File: src/hdl/fuc_fifo.sv
// Small register queue used between the pipeline sections and at the output.
`timescale 1ns / 1ps
`default_nettype none
module fuc_fifo #(
  parameter int W     = 8,
  parameter int DEPTH = 4
) (
  input  logic         clk,
  input  logic         rst_n,
  input  logic         push,
  input  logic [W-1:0] wdata,
  output logic         full,
  input  logic         pop,
  output logic [W-1:0] rdata,
  output logic         empty
);
  localparam int AW = $clog2(DEPTH);

  logic [W-1:0] mem_r [DEPTH];
  logic [AW-1:0] wr_r, rd_r;
  logic [AW:0]   cnt_r;
  logic          push_ok, pop_ok;

  assign full    = (cnt_r == (AW+1)'(DEPTH));
  assign empty   = (cnt_r == '0);
  assign push_ok = push && !full;
  assign pop_ok  = pop && !empty;
  assign rdata   = mem_r[rd_r];

  // storage
  always_ff @(posedge clk) begin
    if (push_ok) begin
      mem_r[wr_r] <= wdata;
    end
  end

  // pointers and fill count
  always_ff @(posedge clk) begin
    if (!rst_n) begin
      wr_r  <= '0;
      rd_r  <= '0;
      cnt_r <= '0;
    end else begin
      if (push_ok) begin
        wr_r <= wr_r + 1'b1;
      end
      if (pop_ok) begin
        rd_r <= rd_r + 1'b1;
      end
      if (push_ok && !pop_ok) begin
        cnt_r <= cnt_r + 1'b1;
      end else if (pop_ok && !push_ok) begin
        cnt_r <= cnt_r - 1'b1;
      end
    end
  end
endmodule
`default_nettype wire

File: config.mk
export PLATFORM = sky130hd
export DESIGN_NAME = fuc_fifo
export DESIGN_NICKNAME = d
export VERILOG_FILES = /design/src/hdl/fuc_fifo.sv
export SDC_FILE = /design/constraint.sdc
export NUM_CORES = 1
export LEC_CHECK = 0
export ABC_AREA = 1
export BUFFER_PORTS_ARGS = -buffer_cell sky130_fd_sc_hd__buf_4
export CAP_MARGIN = 0
export CORE_MARGIN = 4
export CORE_UTILIZATION = 42
export DETAILED_ROUTE_END_ITERATION = 8
export GPL_ROUTABILITY_DRIVEN = 0
export SLEW_MARGIN = 40
export SYNTH_ARGS = -nofsm -noshare
export SYNTH_HDL_FRONTEND = slang
export SYNTH_SLANG_ARGS = --single-unit
File: constraint.sdc
create_clock -name clk -period 5.33 [get_ports clk]
set_input_delay 0.533 -clock clk [delete_from_list [all_inputs] [get_ports clk]]
set_output_delay 0.533 -clock clk [all_outputs]
set_load 0.03 [all_outputs]
After elaboration in Yosys (flattened, before gate mapping)
Memories as Yosys holds them, arrays and structs flattened. A register that Yosys moved wholly into a read port is not among the register bits.
Index checks and enable logic that the tools add are counted.

storage, ports and cells
  flip-flop bits (word level) = 7
  bits in writable memories = 32
  input bits = 12
  output and inout bits = 10
  logic and storage cells = 25
  memories kept = 1

operators by class
  $add $sub $neg = 4
  equal/unequal tests = 1
  mux-type cells = 6
  reductions and logical operators = 10

memories
  memory  words  bits a word  read ports  clocked after Yosys merged registers in  wr ports  RTL line  RTL
  mem_r   4      8            1           1                                        1         19        logic [W-1:0] mem_r [DEPTH];

operators with widths
  kind                 count
  $mux 3               2
  $add 2x1->2 const B  2
  $logic_and 1x1->1    4
  $logic_not 1->1      4
  $mux 2               2
  $add 3x1->3 const B  1
  $eq 3x3->1 const B   1
  $logic_not 3->1      1
  $sub 3x1->3 const B  1
  $mux 1               2
  $reduce_bool 2->1    1

Longest topological paths before layout
  word-level depth = 7
  gate-level depth with buffers = 13
  gate-level depth less buffers = 13

Least setup slack after synthesis
OpenSTA, ideal clock, no wires.

  path kind = register to register
  start = register cnt_r[0]
  end = register cnt_r[2]
  setup time = 0.113 ns
  arrival time = 1.580 ns
  data required time = 5.217 ns
  path slack = 3.637 ns
  stages on the path, launching flop included = 14
  buffers on the path = 0
  period minus slack after synthesis = 1.693 ns
  path through = dfxtp_1 > nor2_1 > nand2_1 > nand2_2 > inv_1 > ha_1 > inv_1 > fa_1 > inv_1 > nand2_1 > nand3_1 > nand2_1 > nand2_1 > nor2_1

on the way
  cells in the longest elaborated chain, start to end = 6
  elaborated cells on any way between the ends = 15
  those cells by class = add/sub: 2; eq/ne: 1; mux: 2; reduce/logical: 10

ends and longest elaborated chain
  element                             RTL line  RTL
  start: declaration                  21        logic [AW:0] cnt_r;
  start signal: assignment            51        cnt_r <= cnt_r + 1'b1;
  start signal: assignment            53        cnt_r <= cnt_r - 1'b1;
  $eq 3x3->1 (*)                      24        assign full = (cnt_r == (AW+1)'(DEPTH));
  $logic_not 1->1 (*)                 26        assign push_ok = push && !full;
  $logic_and 1x1->1 (*)               26
  via push_ok                         22        logic push_ok, pop_ok;
  $logic_not 1->1                     52        end else if (pop_ok && !push_ok) begin
  $logic_and 1x1->1                   52
  $reduce_bool 2->1 (no source line)  --

Mark *: on every way through the listed nets, which the timed path passes. The rest lies on a longest branch. The select of a mux whose other input is x is not followed.
A chain may end at the register's enable or synchronous reset.

==> summary.txt <==
Run status
  • Status: finished, final reports clean

Die
  • DIE AREA: 5090 um2
  • Core ar.: 3770 um2
  • IO Count: 22
  • DIE WIDTH: 71.3 um
  • Die H: 71.3 um
  • Num rows: 22
  • Starting Density: 44.7%

Route
  • Antenna Nets Post-Route: 0
  • Met2 Routed Length: 1.43 mm
  • WL final: 3.05 mm
  • First-pass iteration count of the detailed router: 4
  • DRC viols: 0
  • Avg Vias per Cell: 4.86
  • Initial DRC count: 111
  • Max Used Layer: met4
  • Met3 WL: 189 um
  • Met1 WL: 1.39 mm
  • DR WL/cell: 13.8 um
  • Vias: 1073

Setup path
  • Critical path type: register to output pin
  • R2r setup slk: 3410 ps
  • Worst path cell trace: inv_2 > o21ai_0 > o22ai_1 > buf_4
  • Delay-heaviest family, CP: flip-flops
  • Worst path max stage delay: 690 ps
  • Crit path max-delay cell type: dfxtp_1
  • CP Max Fanout: 17
  • WP data required: 4800 ps
  • Crit path capture type: output pin
  • FF-to-FF Start: cnt_r[0]$_SDFFE_PN0P_
  • Worst Path Arrival: 1730 ps
  • Reg2reg end: cnt_r[2]$_SDFFE_PN0P_
  • Worst-case reg-to-reg path depth: 13
  • Buf/Inv on CP: 2
  • CP startpoint kind: register

STA
  • Final TNS setup: 0 ps
  • RSZ-0062 raised after global routing: no
  • Hold Slack: 445 ps
  • Final-report hold violation count: 0
  • Final clock skew: 3.14 ps
  • Max Fclk: 0.442 GHz
  • Period utilization: 42.4%
  • Worst-Margin Slew: 802 ps
  • Slew Limit Headroom: 46.3%
  • Final Setup Violations: 0
  • Fin crit period: 2260 ps
  • Final slew viol count: 0

Hold path
  • Worst Hold Depth: 1
  • Hold_sp: wdata[4]
  • Hold Path Sink: mem_r[0][4]$_DFFE_PP_
  • Hold Crit Class: input pin to register

Power and ir drop
  • Static leakage: 0.772 nW
  • Pwr dens: 479 nW/um2
  • Tot Pwr: 940 uW
  • Peak VDD IR: 0.270 mV

Clock network
  • # hold bufs at CTS: 0
  • Total CTS buffers: 5
  • TritonCTS clock tree: built
  • Clock Latency Late Sink: 280 ps
  • Max Root-Sink Buffers: 2
  • Post-CTS Resized: 0
  • Clock Pin Slew Worst Setup and Hold Paths: 80 ps
  • H-tree Lvls: 2
  • Setup repair bufs after CTS: 0
  • CTS Root Cell: clkbuf_8
  • Clock sink count: 41

Job
  • Max-Cap Viols: 0

Synthesis
  • Count of different cell masters after synthesis: 18
  • Gate Count Post-Synth: 146
  • Synth Net Count: 164
  • Sequential area share after synthesis: 67.7%
  • Synth Warn #: 0
  • Syn_area_per_cell: 11.5 um2
  • Synthesized area: 1690 um2
  • Seq cells post-synth: 41

Global route
  • Gr usage total: 13.0%
  • Vias in the first global route: 1084
  • Largest net degree at the start of global routing: 18
  • Gr ovfl total: 0
  • Antenna violations before repair: 0
  • First-pass GRT wire length: 5.04 mm

Layout
  • Final #Nets: 190
  • Area delta synth->final: 16.6%
  • Final core utilization: 52.1%
  • Layout cells sized above 1: 19.7%
  • Diode count: 0
  • Post-route insts no fill: 221

Place
  • Hpwl dp: 2.06 mm
  • Inst Count DP: 213
  • Port Buffers: 21
## stage by stage
step / cell area [um2] / setup WS [ps]
2_1_floorplan: 1690 / 3640
3_3_place_gp: 1880 / 3440
3_5_place_dp: 1880 / 3350
4_1_cts: 1960 / 3030
5_1_grt: 1960 / 2860
6_report: 1960 / 3070
## final cells by class
cell class | instances | area (um2)
clock buffer | 5 | 68.8
clock inverter | 3 | 12.5
fill | 334 | 1810
inverter | 18 | 67.6
multi-input combinational | 85 | 457
sequential | 41 | 1140
tap | 48 | 60.1
timing repair buffer | 21 | 158
## how the worst max path moves through the flow
stage	startpoint	end	slack (ps)	depth (start not counted)
global placement	register	rdata[4]	3440	4
global route	register	rdata[2]	2860	4
CTS	register	rdata[4]	3030	4
detailed placement	register	rdata[4]	3350	4
floorplan	cnt_r[0]$_SDFFE_PN0P_	cnt_r[2]$_SDFFE_PN0P_	3640	13
finish	register	rdata[4]	3070	4
## cells in the mapped netlist
library cell	instances	area, um2
edfxtp_1	32	961
inv_1	17	63.8
o22ai_1	8	50.1
o21ai_2	3	26.3
nand3_1	4	20.0
ha_1	5	62.6
xor2_1	1	8.76
dfxtp_1	9	180
nor2_1	30	113
nand2_1	13	48.8
nand3b_1	1	7.51
o21ai_0	13	65.1
nand2_2	2	12.5
inv_2	1	3.75
a21oi_1	3	15.0
fa_1	1	20.0
buf_6	2	22.5
o21ai_1	1	5.00
## metal layers
layer / vias up / track usage, %
met2: 24 / 20.7
met1: 500 / 15.6
li1: 545 / -
met5: - / 0
met3: 4 / 5.33
met4: 0 / 5.22
## flip-flops by register name, summed over array words and instances, names as in the netlist, named ones only
name   flops
cnt_r      3
wr_r       2
mem_r     32
rd_r       2
## cell families (layout without fill, tap and decap cells)
| logic type | count (synthesis) | after routing | synth area share [%] |
|---|---|---|---|
| AOI/OAI and AO/OA | 28 | 28 | 9.58 |
| adders and majority gates | 6 | 6 | 4.90 |
| DFF | 41 | 41 | 67.7 |
| buffers and inverters | 20 | 47 | 5.34 |
| and+or+nand+nor | 50 | 50 | 12.0 |
| xor gates and xnor gates | 1 | 1 | 0.520 |
## cells in the final DEF (no fill, tap or decap), drive strengths merged
master,n
xor2,1
o21ai,17
clkinv,3
buf,21
fa,1
edfxtp,32
dfxtp,9
ha,5
inv,18
nand3,4
nand3b,1
nand2,15
nor2,30
o22ai,8
clkbuf,5
a21oi,3
## power breakdown
| group | switching [mW] | internal (mW) | leakage, nW |
|---|---|---|---|
| Clock | 0.101 | 0.0882 | 0.0430 |
| Combinational | 0.209 | 0.115 | 0.361 |
| Sequential | 0.0350 | 0.393 | 0.367 |
| Total | 0.345 | 0.596 | 0.772 |
Note: power is estimated with default switching activity, not from simulation.
